## config.mk

```make
export PLATFORM = sky130hd
export DESIGN_NAME = placement_degree_evaluator_top
export DESIGN_NICKNAME = d
export VERILOG_FILES = /design/src/rtl/pdeg_pkg.sv /design/src/rtl/pdeg_cell.sv /design/src/rtl/pdeg_gap.sv /design/src/rtl/pdeg_isqrt.sv /design/src/rtl/pdeg_div.sv /design/src/rtl/placement_degree_evaluator_top.sv
export VERILOG_INCLUDE_DIRS = /design/src /design/src/rtl
export SDC_FILE = /design/constraint.sdc
export NUM_CORES = 2
export LEC_CHECK = 0
export BUFFER_PORTS_ARGS = -buffer_cell sky130_fd_sc_hd__clkbuf_2
export CORE_MARGIN = 2
export CORE_UTILIZATION = 50
export CTS_BUF_LIST = sky130_fd_sc_hd__clkbuf_4 sky130_fd_sc_hd__clkbuf_8
export CTS_CLUSTER_DIAMETER = 200
export DETAILED_ROUTE_END_ITERATION = 8
export HOLD_SLACK_MARGIN = 0.15
export PLACE_DENSITY = 0.74
export SETUP_SLACK_MARGIN = 0.05
export SLEW_MARGIN = 5
export SYNTH_ARGS = -nofsm -noshare
export SYNTH_HDL_FRONTEND = slang
export SYNTH_SLANG_ARGS = --single-unit
```

## constraint.sdc

```tcl
create_clock -name i_clk -period 152.9 [get_ports i_clk]
set_clock_uncertainty 0.15 [all_clocks]
set_input_delay 30.58 -clock i_clk [delete_from_list [all_inputs] [get_ports i_clk]]
set_output_delay 30.58 -clock i_clk [all_outputs]
set_load 0.02 [all_outputs]
```

## src/rtl/assert_macros.svh

```systemverilog
// Assertion macros for the RTL; included by placement_degree_evaluator_top.
// Define NO_ASSERTIONS to compile them out.
`ifndef ASSERT_MACROS_SVH
`define ASSERT_MACROS_SVH
`ifndef NO_ASSERTIONS
`define ASSERT_SYNC(lbl, prop) \
    lbl: assert property (@(posedge i_clk) disable iff (!i_rst_n) prop) \
        else $error("assertion failed");
`define ASSERT_CLK(lbl, prop) \
    lbl: assert property (@(posedge i_clk) prop) else $error("assertion failed");
`else
`define ASSERT_SYNC(lbl, prop)
`define ASSERT_CLK(lbl, prop)
`endif
`endif

```

## src/rtl/pdeg_pkg.sv

```systemverilog
// ----------------------------------------------------------------------------
// pdeg_pkg
// Types and constants of the placement degree evaluator.
// ----------------------------------------------------------------------------
package pdeg_pkg;

    // commands
    localparam logic [1:0] CMD_STORE = 2'd0;
    localparam logic [1:0] CMD_EVAL  = 2'd1;
    localparam logic [1:0] CMD_CLEAR = 2'd2;

    // status codes
    localparam logic [1:0] ST_OK      = 2'd0;
    localparam logic [1:0] ST_OVERLAP = 2'd1;
    localparam logic [1:0] ST_FULL    = 2'd2;

    // configuration register indexes
    localparam logic [1:0] REG_CX = 2'd0;
    localparam logic [1:0] REG_CY = 2'd1;
    localparam logic [1:0] REG_CW = 2'd2;
    localparam logic [1:0] REG_CH = 2'd3;

    localparam logic [32:0] ONE_Q16 = 33'h0_0001_0000;
    localparam logic [32:0] DEG_MIN = 33'h1_0000_0000;
    localparam logic [33:0] SQ_NONE = '1;

    typedef struct packed {
        logic signed [14:0] x;
        logic signed [14:0] y;
        logic [13:0]        w;
        logic [13:0]        h;
    } t_box;

    // request into the gap unit
    typedef struct packed {
        logic               valid;
        logic               cont;   // container gap instead of stored entry
        logic signed [17:0] cgap;
    } t_gap_in;

    // result of the gap unit
    typedef struct packed {
        logic        valid;
        logic        ovl;
        logic [33:0] sq;
    } t_gap_out;

    typedef enum logic [7:0] {
        S_IDLE  = 8'b0000_0001,
        S_CONT  = 8'b0000_0010,
        S_SCAN  = 8'b0000_0100,
        S_DRAIN = 8'b0000_1000,
        S_PICK  = 8'b0001_0000,
        S_ROOT  = 8'b0010_0000,
        S_DIV   = 8'b0100_0000,
        S_DONE  = 8'b1000_0000
    } t_state;

endpackage

```

## src/rtl/pdeg_cell.sv

```systemverilog
// ----------------------------------------------------------------------------
// pdeg_cell
// One cell of the rectangle chain: holds one entry, takes its neighbor's.
// ----------------------------------------------------------------------------
module pdeg_cell (
    input  logic           i_clk,
    input  logic           i_en,
    input  pdeg_pkg::t_box i_d,
    output pdeg_pkg::t_box o_q
);

    pdeg_pkg::t_box r_q;

    // shift on store or rotate
    always_ff @(posedge i_clk) begin
        if (i_en) begin
            r_q <= i_d;
        end
    end

    assign o_q = r_q;

endmodule

```

## src/rtl/pdeg_gap.sv

```systemverilog
// ----------------------------------------------------------------------------
// pdeg_gap
// Two-stage squared gap and overlap check of the candidate against one entry.
// ----------------------------------------------------------------------------
module pdeg_gap (
    input  logic               i_clk,
    input  logic               i_rst_n,
    input  pdeg_pkg::t_box     i_cand,
    input  pdeg_pkg::t_box     i_ent,
    input  pdeg_pkg::t_gap_in  i_in,
    output pdeg_pkg::t_gap_out o_out
);

    logic signed [17:0] rx, rx2, ry, ry2, ox, ox2, oy, oy2;
    logic signed [17:0] dx1, dx2, dy1, dy2, gx, gy;
    logic               ovl;
    logic               r_v, r_ovl;
    logic [15:0]        r_dx, r_dy;
    pdeg_pkg::t_gap_out r_out;

    // extents and axis gaps
    always_comb begin
        rx  = 18'(i_cand.x);
        ry  = 18'(i_cand.y);
        rx2 = rx + 18'(i_cand.w);
        ry2 = ry + 18'(i_cand.h);
        ox  = 18'(i_ent.x);
        oy  = 18'(i_ent.y);
        ox2 = ox + 18'(i_ent.w);
        oy2 = oy + 18'(i_ent.h);
        dx1 = rx - ox2;
        dx2 = ox - rx2;
        dy1 = ry - oy2;
        dy2 = oy - ry2;
        ovl = !(rx2 <= ox || rx >= ox2 || ry2 <= oy || ry >= oy2);
        gx  = (dx1 > dx2) ? dx1 : dx2;
        gy  = (dy1 > dy2) ? dy1 : dy2;
        if (i_in.cont) begin
            gx  = i_in.cgap;
            gy  = '0;
            ovl = 1'b0;
        end
        if (gx < 0) gx = '0;
        if (gy < 0) gy = '0;
    end

    // stage 1: gaps
    always_ff @(posedge i_clk) begin
        if (!i_rst_n) begin
            r_v <= 1'b0;
        end else begin
            r_v <= i_in.valid;
        end
        r_ovl <= ovl;
        r_dx  <= gx[15:0];
        r_dy  <= gy[15:0];
    end

    // stage 2: squares
    always_ff @(posedge i_clk) begin
        if (!i_rst_n) begin
            r_out.valid <= 1'b0;
        end else begin
            r_out.valid <= r_v;
        end
        r_out.ovl <= r_ovl;
        r_out.sq  <= 34'(32'(r_dx) * 32'(r_dx)) + 34'(32'(r_dy) * 32'(r_dy));
    end

    assign o_out = r_out;

endmodule

```

## src/rtl/pdeg_isqrt.sv

```systemverilog
// ----------------------------------------------------------------------------
// pdeg_isqrt
// Digit-by-digit integer square root, one result bit per cycle.
// ----------------------------------------------------------------------------
module pdeg_isqrt (
    input  logic        i_clk,
    input  logic        i_rst_n,
    input  logic        i_start,
    input  logic [33:0] i_val,
    output logic        o_done,
    output logic [16:0] o_root
);

    logic [33:0] r_op;
    logic [19:0] r_rem;
    logic [16:0] r_root;
    logic [4:0]  r_cnt;
    logic        r_busy, r_done;
    logic [21:0] rem2, trial;

    always_comb begin
        rem2  = {r_rem, r_op[33:32]};
        trial = {3'b000, r_root, 2'b01};
    end

    always_ff @(posedge i_clk) begin
        if (!i_rst_n) begin
            r_busy <= 1'b0;
            r_done <= 1'b0;
        end else begin
            r_done <= 1'b0;
            if (i_start) begin
                r_busy <= 1'b1;
            end else if (r_busy && r_cnt == 5'd1) begin
                r_busy <= 1'b0;
                r_done <= 1'b1;
            end
        end
        if (i_start) begin
            r_op   <= i_val;
            r_rem  <= '0;
            r_root <= '0;
            r_cnt  <= 5'd17;
        end else if (r_busy) begin
            r_op  <= {r_op[31:0], 2'b00};
            r_cnt <= r_cnt - 5'd1;
            if (rem2 >= trial) begin
                r_rem  <= 20'(rem2 - trial);
                r_root <= {r_root[15:0], 1'b1};
            end else begin
                r_rem  <= rem2[19:0];
                r_root <= {r_root[15:0], 1'b0};
            end
        end
    end

    assign o_done = r_done;
    assign o_root = r_root;

endmodule

```

## src/rtl/pdeg_div.sv

```systemverilog
// ----------------------------------------------------------------------------
// pdeg_div
// Restoring divider, 33-bit dividend by 15-bit divisor, one bit per cycle.
// ----------------------------------------------------------------------------
module pdeg_div (
    input  logic        i_clk,
    input  logic        i_rst_n,
    input  logic        i_start,
    input  logic [32:0] i_num,
    input  logic [14:0] i_den,
    output logic        o_done,
    output logic [32:0] o_quo
);

    logic [32:0] r_num, r_q;
    logic [14:0] r_rem, r_den;
    logic [5:0]  r_cnt;
    logic        r_busy, r_done;
    logic [15:0] rem2;
    logic        ge;

    always_comb begin
        rem2 = {r_rem, r_num[32]};
        ge   = rem2 >= {1'b0, r_den};
    end

    always_ff @(posedge i_clk) begin
        if (!i_rst_n) begin
            r_busy <= 1'b0;
            r_done <= 1'b0;
        end else begin
            r_done <= 1'b0;
            if (i_start) begin
                r_busy <= 1'b1;
            end else if (r_busy && r_cnt == 6'd1) begin
                r_busy <= 1'b0;
                r_done <= 1'b1;
            end
        end
        if (i_start) begin
            r_num <= i_num;
            r_den <= i_den;
            r_rem <= '0;
            r_q   <= '0;
            r_cnt <= 6'd33;
        end else if (r_busy) begin
            r_num <= {r_num[31:0], 1'b0};
            r_q   <= {r_q[31:0], ge};
            r_rem <= ge ? 15'(rem2 - {1'b0, r_den}) : rem2[14:0];
            r_cnt <= r_cnt - 6'd1;
        end
    end

    assign o_done = r_done;
    assign o_quo  = r_q;

endmodule

```

## src/rtl/placement_degree_evaluator_top.sv

```systemverilog
// Store, clear and unused commands: result word registered in the cycle after accept.
// Evaluate: 4 container gaps, one chain rotation, gap pipe drain, PICK, square root,
//   divide (root and divide only when the candidate is eligible), DONE, to the result word.
// One item at a time: no new word is taken until an evaluate has returned to idle.
// Reset (synchronous, active low) empties the table and loads the container
//   defaults; table contents are not cleared.
// ----------------------------------------------------------------------------
// placement_degree_evaluator_top
// Keeps placed rectangles in a chain of cells and scores candidate placements.
// ----------------------------------------------------------------------------
`include "assert_macros.svh"
module placement_degree_evaluator_top #(
    parameter int MAX_PLACED = 64
) (
    input  logic        i_clk,
    input  logic        i_rst_n,
    // cmd[1:0], rect_x[16:2], rect_y[31:17], rect_w[45:32], rect_h[59:46]
    input  logic [63:0] s_axis_tdata,
    input  logic        s_axis_tvalid,
    output logic        s_axis_tready,
    // status[1:0], min_distance[17:2], degree_q16[50:18], entry_count[57:51]
    output logic [63:0] m_axis_tdata,
    output logic        m_axis_tvalid,
    input  logic        m_axis_tready,
    input  logic        i_cfg_we,
    input  logic [1:0]  i_cfg_idx,
    input  logic [14:0] i_cfg_data
);

    localparam int CW = $clog2(MAX_PLACED + 1);
    localparam logic [CW:0] LAST = (CW + 1)'(MAX_PLACED - 1);
    localparam logic [CW-1:0] FULL = CW'(MAX_PLACED);

    pdeg_pkg::t_state   r_state, n_state;
    logic signed [14:0] r_cx, r_cy;
    logic [13:0]        r_cw, r_ch;
    logic [CW-1:0]      r_count, n_count;
    logic [CW-1:0]      r_step;
    logic [1:0]         r_sub;
    pdeg_pkg::t_box     r_cand, in_box;
    logic [1:0]         in_cmd;
    logic               accept;

    logic               r_hit;
    logic [1:0]         r_zeros;
    logic [33:0]        r_best;
    logic [15:0]        r_dist;
    logic [32:0]        r_deg;

    logic               r_ovalid;
    logic [1:0]         r_o_status;
    logic [15:0]        r_o_dist;
    logic [32:0]        r_o_deg;
    logic [6:0]         r_o_cnt;
    logic               out_free;

    pdeg_pkg::t_box     w_cell [MAX_PLACED];
    logic               shift_en, rotate;
    pdeg_pkg::t_box     cell0_d;

    pdeg_pkg::t_gap_in  gap_in;
    pdeg_pkg::t_gap_out gap_out;
    logic signed [17:0] cg;

    logic               root_start, root_done, div_start, div_done;
    logic [16:0]        root;
    logic [15:0]        root_sat;
    logic [32:0]        quo;
    logic [14:0]        per;
    logic               eligible;

    // input unpacking
    assign in_cmd   = s_axis_tdata[1:0];
    assign in_box.x = s_axis_tdata[16:2];
    assign in_box.y = s_axis_tdata[31:17];
    assign in_box.w = s_axis_tdata[45:32];
    assign in_box.h = s_axis_tdata[59:46];

    assign out_free      = !r_ovalid || m_axis_tready;
    assign s_axis_tready = (r_state == pdeg_pkg::S_IDLE) && out_free;
    assign accept        = s_axis_tvalid && s_axis_tready;

    // configuration registers
    always_ff @(posedge i_clk) begin
        if (!i_rst_n) begin
            r_cx <= '0;
            r_cy <= '0;
            r_cw <= 14'd1024;
            r_ch <= 14'd1024;
        end else if (i_cfg_we) begin
            case (i_cfg_idx)
                pdeg_pkg::REG_CX: r_cx <= i_cfg_data;
                pdeg_pkg::REG_CY: r_cy <= i_cfg_data;
                pdeg_pkg::REG_CW: r_cw <= i_cfg_data[13:0];
                pdeg_pkg::REG_CH: r_ch <= i_cfg_data[13:0];
                default: ;
            endcase
        end
    end

    // cell chain: store shifts a new entry in, evaluate rotates it once
    assign shift_en = accept && in_cmd == pdeg_pkg::CMD_STORE && r_count != FULL;
    assign rotate   = (r_state == pdeg_pkg::S_SCAN);
    assign cell0_d  = rotate ? w_cell[MAX_PLACED-1] : in_box;

    for (genvar g = 0; g < MAX_PLACED; g++) begin : g_cell
        pdeg_cell u_cell (
            .i_clk (i_clk),
            .i_en  (shift_en || rotate),
            .i_d   ((g == 0) ? cell0_d : w_cell[(g == 0) ? 0 : g - 1]),
            .o_q   (w_cell[g])
        );
    end

    // container gaps, one per step
    always_comb begin
        case (r_sub)
            2'd0:    cg = 18'(r_cand.x) - 18'(r_cx);
            2'd1:    cg = 18'(r_cx) + 18'(r_cw) - 18'(r_cand.x) - 18'(r_cand.w);
            2'd2:    cg = 18'(r_cand.y) - 18'(r_cy);
            default: cg = 18'(r_cy) + 18'(r_ch) - 18'(r_cand.y) - 18'(r_cand.h);
        endcase
        gap_in.cont  = (r_state == pdeg_pkg::S_CONT);
        gap_in.cgap  = cg;
        gap_in.valid = gap_in.cont ||
                       (rotate && ((LAST - {1'b0, r_step}) < {1'b0, r_count}));
    end

    pdeg_gap u_gap (
        .i_clk   (i_clk),
        .i_rst_n (i_rst_n),
        .i_cand  (r_cand),
        .i_ent   (w_cell[MAX_PLACED-1]),
        .i_in    (gap_in),
        .o_out   (gap_out)
    );

    // square root and divide
    assign per        = 15'(r_cand.w) + 15'(r_cand.h);
    assign eligible   = !r_hit && r_zeros != 2'd3 && r_best != pdeg_pkg::SQ_NONE;
    assign root_start = (r_state == pdeg_pkg::S_PICK) && eligible;
    assign root_sat   = root[16] ? 16'hFFFF : root[15:0];
    assign div_start  = (r_state == pdeg_pkg::S_ROOT) && root_done &&
                        root_sat != '0 && per >= 15'd2;

    pdeg_isqrt u_isqrt (
        .i_clk   (i_clk),
        .i_rst_n (i_rst_n),
        .i_start (root_start),
        .i_val   (r_best),
        .o_done  (root_done),
        .o_root  (root)
    );

    // dividend is taken straight from the root, r_dist loads on the same edge
    pdeg_div u_div (
        .i_clk   (i_clk),
        .i_rst_n (i_rst_n),
        .i_start (div_start),
        .i_num   ({root_sat, 17'd0}),
        .i_den   (per),
        .o_done  (div_done),
        .o_quo   (quo)
    );

    // sequencer
    always_comb begin
        n_state = r_state;
        n_count = r_count;
        case (r_state)
            pdeg_pkg::S_IDLE: begin
                if (accept) begin
                    case (in_cmd)
                        pdeg_pkg::CMD_STORE: if (r_count != FULL) n_count = r_count + 1'b1;
                        pdeg_pkg::CMD_CLEAR: n_count = '0;
                        pdeg_pkg::CMD_EVAL:  n_state = pdeg_pkg::S_CONT;
                        default: ;
                    endcase
                end
            end
            pdeg_pkg::S_CONT:  if (r_sub == 2'd3) n_state = pdeg_pkg::S_SCAN;
            pdeg_pkg::S_SCAN:  if (r_step == LAST[CW-1:0]) n_state = pdeg_pkg::S_DRAIN;
            pdeg_pkg::S_DRAIN: if (r_sub == 2'd1) n_state = pdeg_pkg::S_PICK;
            pdeg_pkg::S_PICK:  n_state = eligible ? pdeg_pkg::S_ROOT : pdeg_pkg::S_DONE;
            pdeg_pkg::S_ROOT:  if (root_done)
                                   n_state = div_start ? pdeg_pkg::S_DIV : pdeg_pkg::S_DONE;
            pdeg_pkg::S_DIV:   if (div_done) n_state = pdeg_pkg::S_DONE;
            pdeg_pkg::S_DONE:  if (out_free) n_state = pdeg_pkg::S_IDLE;
            default:           n_state = pdeg_pkg::S_IDLE;
        endcase
    end

    always_ff @(posedge i_clk) begin
        if (!i_rst_n) begin
            r_state <= pdeg_pkg::S_IDLE;
            r_count <= '0;
        end else begin
            r_state <= n_state;
            r_count <= n_count;
        end
    end

    // step counters, candidate and accumulators
    always_ff @(posedge i_clk) begin
        if (accept) begin
            r_cand <= in_box;
        end
        if (r_state != n_state) begin
            r_sub  <= '0;
            r_step <= '0;
        end else begin
            r_sub  <= r_sub + 2'd1;
            r_step <= r_step + 1'b1;
        end
        if (accept) begin
            r_hit   <= 1'b0;
            r_zeros <= '0;
            r_best  <= pdeg_pkg::SQ_NONE;
        end else if (gap_out.valid) begin
            if (gap_out.ovl) begin
                r_hit <= 1'b1;
            end else if (gap_out.sq == '0) begin
                if (r_zeros != 2'd3) r_zeros <= r_zeros + 2'd1;
            end else if (gap_out.sq < r_best) begin
                r_best <= gap_out.sq;
            end
        end
        if (r_state == pdeg_pkg::S_PICK) begin
            r_dist <= '0;
            r_deg  <= pdeg_pkg::ONE_Q16;
        end else if (r_state == pdeg_pkg::S_ROOT && root_done) begin
            r_dist <= root_sat;
            if (root_sat != '0 && per < 15'd2) r_deg <= pdeg_pkg::DEG_MIN;
        end else if (r_state == pdeg_pkg::S_DIV && div_done) begin
            r_deg <= pdeg_pkg::ONE_Q16 - quo;
        end
    end

    // output register
    always_ff @(posedge i_clk) begin
        if (!i_rst_n) begin
            r_ovalid <= 1'b0;
        end else if ((accept && in_cmd != pdeg_pkg::CMD_EVAL) ||
                     (r_state == pdeg_pkg::S_DONE && out_free)) begin
            r_ovalid <= 1'b1;
        end else if (m_axis_tready) begin
            r_ovalid <= 1'b0;
        end
        if (accept && in_cmd != pdeg_pkg::CMD_EVAL) begin
            r_o_status <= (in_cmd == pdeg_pkg::CMD_STORE && r_count == FULL) ?
                          pdeg_pkg::ST_FULL : pdeg_pkg::ST_OK;
            r_o_dist   <= '0;
            r_o_deg    <= pdeg_pkg::ONE_Q16;
            r_o_cnt    <= 7'(n_count);
        end else if (r_state == pdeg_pkg::S_DONE && out_free) begin
            r_o_status <= r_hit ? pdeg_pkg::ST_OVERLAP : pdeg_pkg::ST_OK;
            r_o_dist   <= r_hit ? 16'd0 : r_dist;
            r_o_deg    <= r_hit ? pdeg_pkg::ONE_Q16 : r_deg;
            r_o_cnt    <= 7'(r_count);
        end
    end

    assign m_axis_tvalid = r_ovalid;
    assign m_axis_tdata  = {6'd0, r_o_cnt, r_o_deg, r_o_dist, r_o_status};

    `ASSERT_SYNC(a_count_max, r_count <= FULL)
    `ASSERT_SYNC(a_count_hold, r_state != pdeg_pkg::S_IDLE |=> r_count == $past(r_count))
    `ASSERT_SYNC(a_gap_window, gap_out.valid |-> (r_state == pdeg_pkg::S_CONT ||
                 r_state == pdeg_pkg::S_SCAN || r_state == pdeg_pkg::S_DRAIN))

endmodule

```

==> metrics.csv <==
stage,metric,value,unit
synth,Synth Area in Adders,9.933,%
worst_hold_path,Hold Crit Endpoint,g_cell[15].u_cell.o_q[14]$_DFFE_PP_,
synth,Post-Synth XOR/XNOR Area,1.404,%
clocking,setup bufs post-CTS,0,
floorplanning,IO Count,152,
global_route,gr busiest metal,met2,
sta,Worst-Margin Slew,1191,ps
sta,Fin Setup TNS,0,ps
sta,period utilisation layout,40.46,%
synth,Syn Area/Cell,17.61,um^2
global_route,M2 GR Usage,26.34,%
worst_setup_path,reg2reg end,g_cell[46].u_cell.o_q[20]$_DFFE_PP_,
global_route,gr usage total,17.27,%
clocking,TritonCTS clock tree,built,
route,total length of routed wires,283200,um
finish,Final #Nets,10848,
power,Pwr Total,3.424,mW
worst_hold_path,Hold Crit Class,reg -> reg,
power,Combinational Power Share,34.2,%
global_route,grt met3 use,2.828,%
route,drt first pass iters,6,
synth,synth cell count leaders,"3,844 x edfxtp_1, 782 x inv_1, 551 x ha_1, 451 x fa_1, 407 x nor2_1",
power,Clock power frac,26.2,%
synth,"EDFF count, synth",3844,
power,peak supply drop,0.09378,mV
floorplanning,die area,0.3251,mm^2
synth,post-synth top area share,72.01,%
finish,share of layout cells above drive strength 1,12.72,%
clocking,Post-CTS Hold Fix Bufs,0,
power,Leakage,64.59,nW
worst_setup_path,WP data required,122170,ps
floorplanning,die height,570.2,um
worst_hold_path,Hold Path Origin,g_cell[14].u_cell.o_q[14]$_DFFE_PP_,
sta,Peak Freq,0.01616,GHz
clocking,Bufs on Longest Clock Path,4,
synth,"count leader, synth",edfxtp_1,
clocking,post-CTS resize count,0,
global_route,largest net degree at the start of global routing,215,
synth,Mapped Area,0.1603,mm^2
finish,storage element area,0.1232,mm^2
synth,mux share of post-synthesis cell area,0.8032,%
synth,Yosys cell types,88,
worst_hold_path,Hold Path Depth,0,
synth,ys async rst share,0,%
synth,Ys Warns,0,
synth,Post-synth top flop,edfxtp_1,
synth,Synth area leaders,"edfxtp_1 72%, fa_1 5.6%, dfxtp_1 4.8%, ha_1 4.3%, inv_1 1.8%",
worst_setup_path,crit-path most repeated cell,clkbuf_2,
worst_setup_path,flop2flop setup slack,142410,ps
worst_setup_path,CP Cell Sequence,clkbuf_2 -> nor2b_1 -> nor2_1 -> clkbuf_2,
worst_setup_path,crit path DAT,31140,ps
clocking,CTS Sinks,4231,
route,vias per cell,5.188,
worst_setup_path,Worst Path Max Fanout,3,
power,register share of total power,39.6,%
place,port buffer count,141,
sta,minimum clock period,61870,ps
worst_setup_path,origin of the critical flop-to-flop path,r_state[2]$_SDFF_PN0_,
finish,area of the multi-input gates,0.03349,mm^2
route,remaining antenna violation count,0,
route,Residual DRC,0,
finish,design area,0.1787,mm^2
worst_setup_path,Setup CP Type,in -> out,
worst_setup_path,R2R cell count,16,
power,Pwr Density,19.17,mW/mm^2
synth,Seq cells post-synth,4231,
worst_setup_path,Crit path max-delay family,simple AND/OR/NAND/NOR gates,
floorplanning,row count,207,
power,Sw Share,33.13,%
finish,Syn-to-layout area delta,11.45,%
place,Area after DPL,0.1662,mm^2
worst_setup_path,CP Buf/Inv Count,2,
power,Cell Int Power,2.290,mW
global_route,vias in the first global route,76139,
place,DP HPWL,177500,um
floorplanning,Initial Utilization,50.32,%
global_route,gr ovfl total,0,
global_route,initial antenna violation count,49,
worst_setup_path,Crit. End Element,output port,
synth,register area share after synthesis,76.84,%
worst_setup_path,crit start category,primary input,
floorplanning,core footprint,0.3186,mm^2
synth,largest family of logic cells by synthesized area,adder cells,
sta,Rel. slew slack,20.25,%
worst_setup_path,CP max-delay cell,nor2b_1,
sta,final setup violating endpoints,0,
synth,Synth area leader,edfxtp_1,
sta,RSZ-0062 raised after global routing,false,
global_route,first-pass GRT wire length,434200,um
sta,final hold violations,0,
job,max cap viols,0,
synth,Synth Area in Simple Gates,4.576,%
run_status,outcome,"complete, no violations",
global_route,met1 Track Usage GR,24.48,%
clocking,clk_lat worst skew,1190,ps
power,switching power total,1.134,mW
route,routed length per instance,19.59,um
finish,"Core Util, Final",56.08,%
synth,Mapped Cells,9103,
sta,Final Max Slew Viols,0,
floorplanning,Die W,570.2,um
route,initial DRC count,6291,
clocking,Num CTS Buffers,630,
clocking,Root Driver,clkbuf_8,
clocking,Worst-path clk slew,60,ps
synth,Synth Area in Compound Gates,4.120,%
route,via count,74995,
worst_setup_path,max incr delay on CP,200,ps
clocking,H-tree levels,6,
finish,Filler cells,23273,
place,gpl congestion,0.8765,
==> kinds of logic (layout without fill, tap and decap cells) <==
kind of cell | after synthesis | in the layout
buffers and inverters | 975 | 2128
multiplexers | 122 | 122
AO/OA/AOI/OAI | 1011 | 1011
AND/OR/NAND/NOR | 1504 | 1504
XOR/XNOR | 257 | 257
flip-flops | 4231 | 4231
other | 1 | 20
adder cells (fa/ha/maj) | 1002 | 1002
==> worst register-to-register path, cell delays in order, from the launching register on <==
cell,delay [ps]
dfxtp_1,350
or4_1,530
nor3_1,290
nand3b_1,270
nor2_1,220
nand2_1,70
buf_4,270
inv_4,680
nand2b_1,440
or3_1,650
nand2_4,400
buf_12,500
buf_4,1270
buf_12,710
buf_4,1280
buf_4,950
buf_4,1080
==> worst max path at each step <==
stage,startpoint,end,cells past startpoint
after floorplan,m_axis_tready,g_cell[0].u_cell.o_q[0]$_DFFE_PP_,8
after global placement,m_axis_tready,s_axis_tready,4
after detailed placement,m_axis_tready,s_axis_tready,4
after CTS,m_axis_tready,s_axis_tready,4
after global routing,m_axis_tready,s_axis_tready,4
final,m_axis_tready,s_axis_tready,4
==> placed cells by master (no fill, tap or decap), types with 19 or more instances in the layout <==
| master | count |
|---|---|
| nor3_1 | 138 |
| nor2b_1 | 60 |
| nor4_1 | 40 |
| clkinv_2 | 57 |
| inv_1 | 782 |
| clkinv_1 | 148 |
| xnor2_1 | 152 |
| buf_4 | 64 |
| nand3_1 | 60 |
| mux2i_1 | 69 |
| ha_1 | 551 |
| a22o_1 | 23 |
| nand4_1 | 41 |
| a31oi_1 | 53 |
| a211oi_1 | 67 |
| o21a_1 | 48 |
| clkbuf_4 | 210 |
| clkbuf_2 | 141 |
| a21o_1 | 87 |
| nand2_1 | 384 |
| or3_1 | 29 |
| o21ai_0 | 175 |
| a21boi_0 | 73 |
| dfxtp_1 | 384 |
| nor3b_1 | 53 |
| xor2_1 | 105 |
| o21bai_1 | 23 |
| fa_1 | 451 |
| mux2_2 | 53 |
| edfxtp_1 | 3844 |
| nor2_1 | 404 |
| nand2b_1 | 56 |
| and2_1 | 155 |
| and3_1 | 19 |
| clkbuf_8 | 645 |
| a21oi_1 | 286 |
==> routing by layer <==
layer	up-vias	share of wire [%]
li1	34809	-
met1	37577	45
met2	2014	46
met3	589	5.3
met4	6	4.1
met5	-	0.015
==> area by class of cell <==
cell class	count	share of cell area, %
flip-flops and latches	4231	68.95
clock buffers	855	5.852
well taps	4180	2.928
multi-input cells	3902	18.74
clock inverters	278	1.125
diodes	14	0.01961
inverters	784	1.649
repair buffers	211	0.7312
==> registers in the layout, summed over array words and instances (netlist names), 14 cells and up <==
register           flops
g_cell.u_cell.o_q   3712
r_best                34
r_cand                58
r_ch                  14
r_cw                  14
r_cx                  15
r_cy                  15
r_deg                 33
r_dist                16
r_o_deg               33
r_o_dist              16
u_div.o_quo           33
u_div.r_den           15
u_div.r_num           16
u_div.r_rem           15
u_gap.o_out           35
u_gap.r_dx            16
u_gap.r_dy            16
u_isqrt.o_root        17
u_isqrt.r_op          34
u_isqrt.r_rem         20
==> stage by stage <==
step,cells,setup WS (ps),hold slack (ps)
2_1_floorplan,9108,36750,159.6
3_3_place_gp,13308,91040,250.7
3_5_place_dp,13308,91030,254.5
4_1_cts,14441,91020,195.1
5_1_grt,14451,90940,203.8
6_report,14455,91030,185.0
==> power groups by stage <==
stage	Clock (mW)	Sequential [mW]	Combinational, mW
detailed placement	0	1.38	1.17
CTS	0.931	1.35	1.19
finish	0.899	1.35	1.17
global route	0.975	1.36	1.33
global placement	0	1.38	1.16
floorplan	0	1.53	0.890
Power figures use the tool's default switching activity.
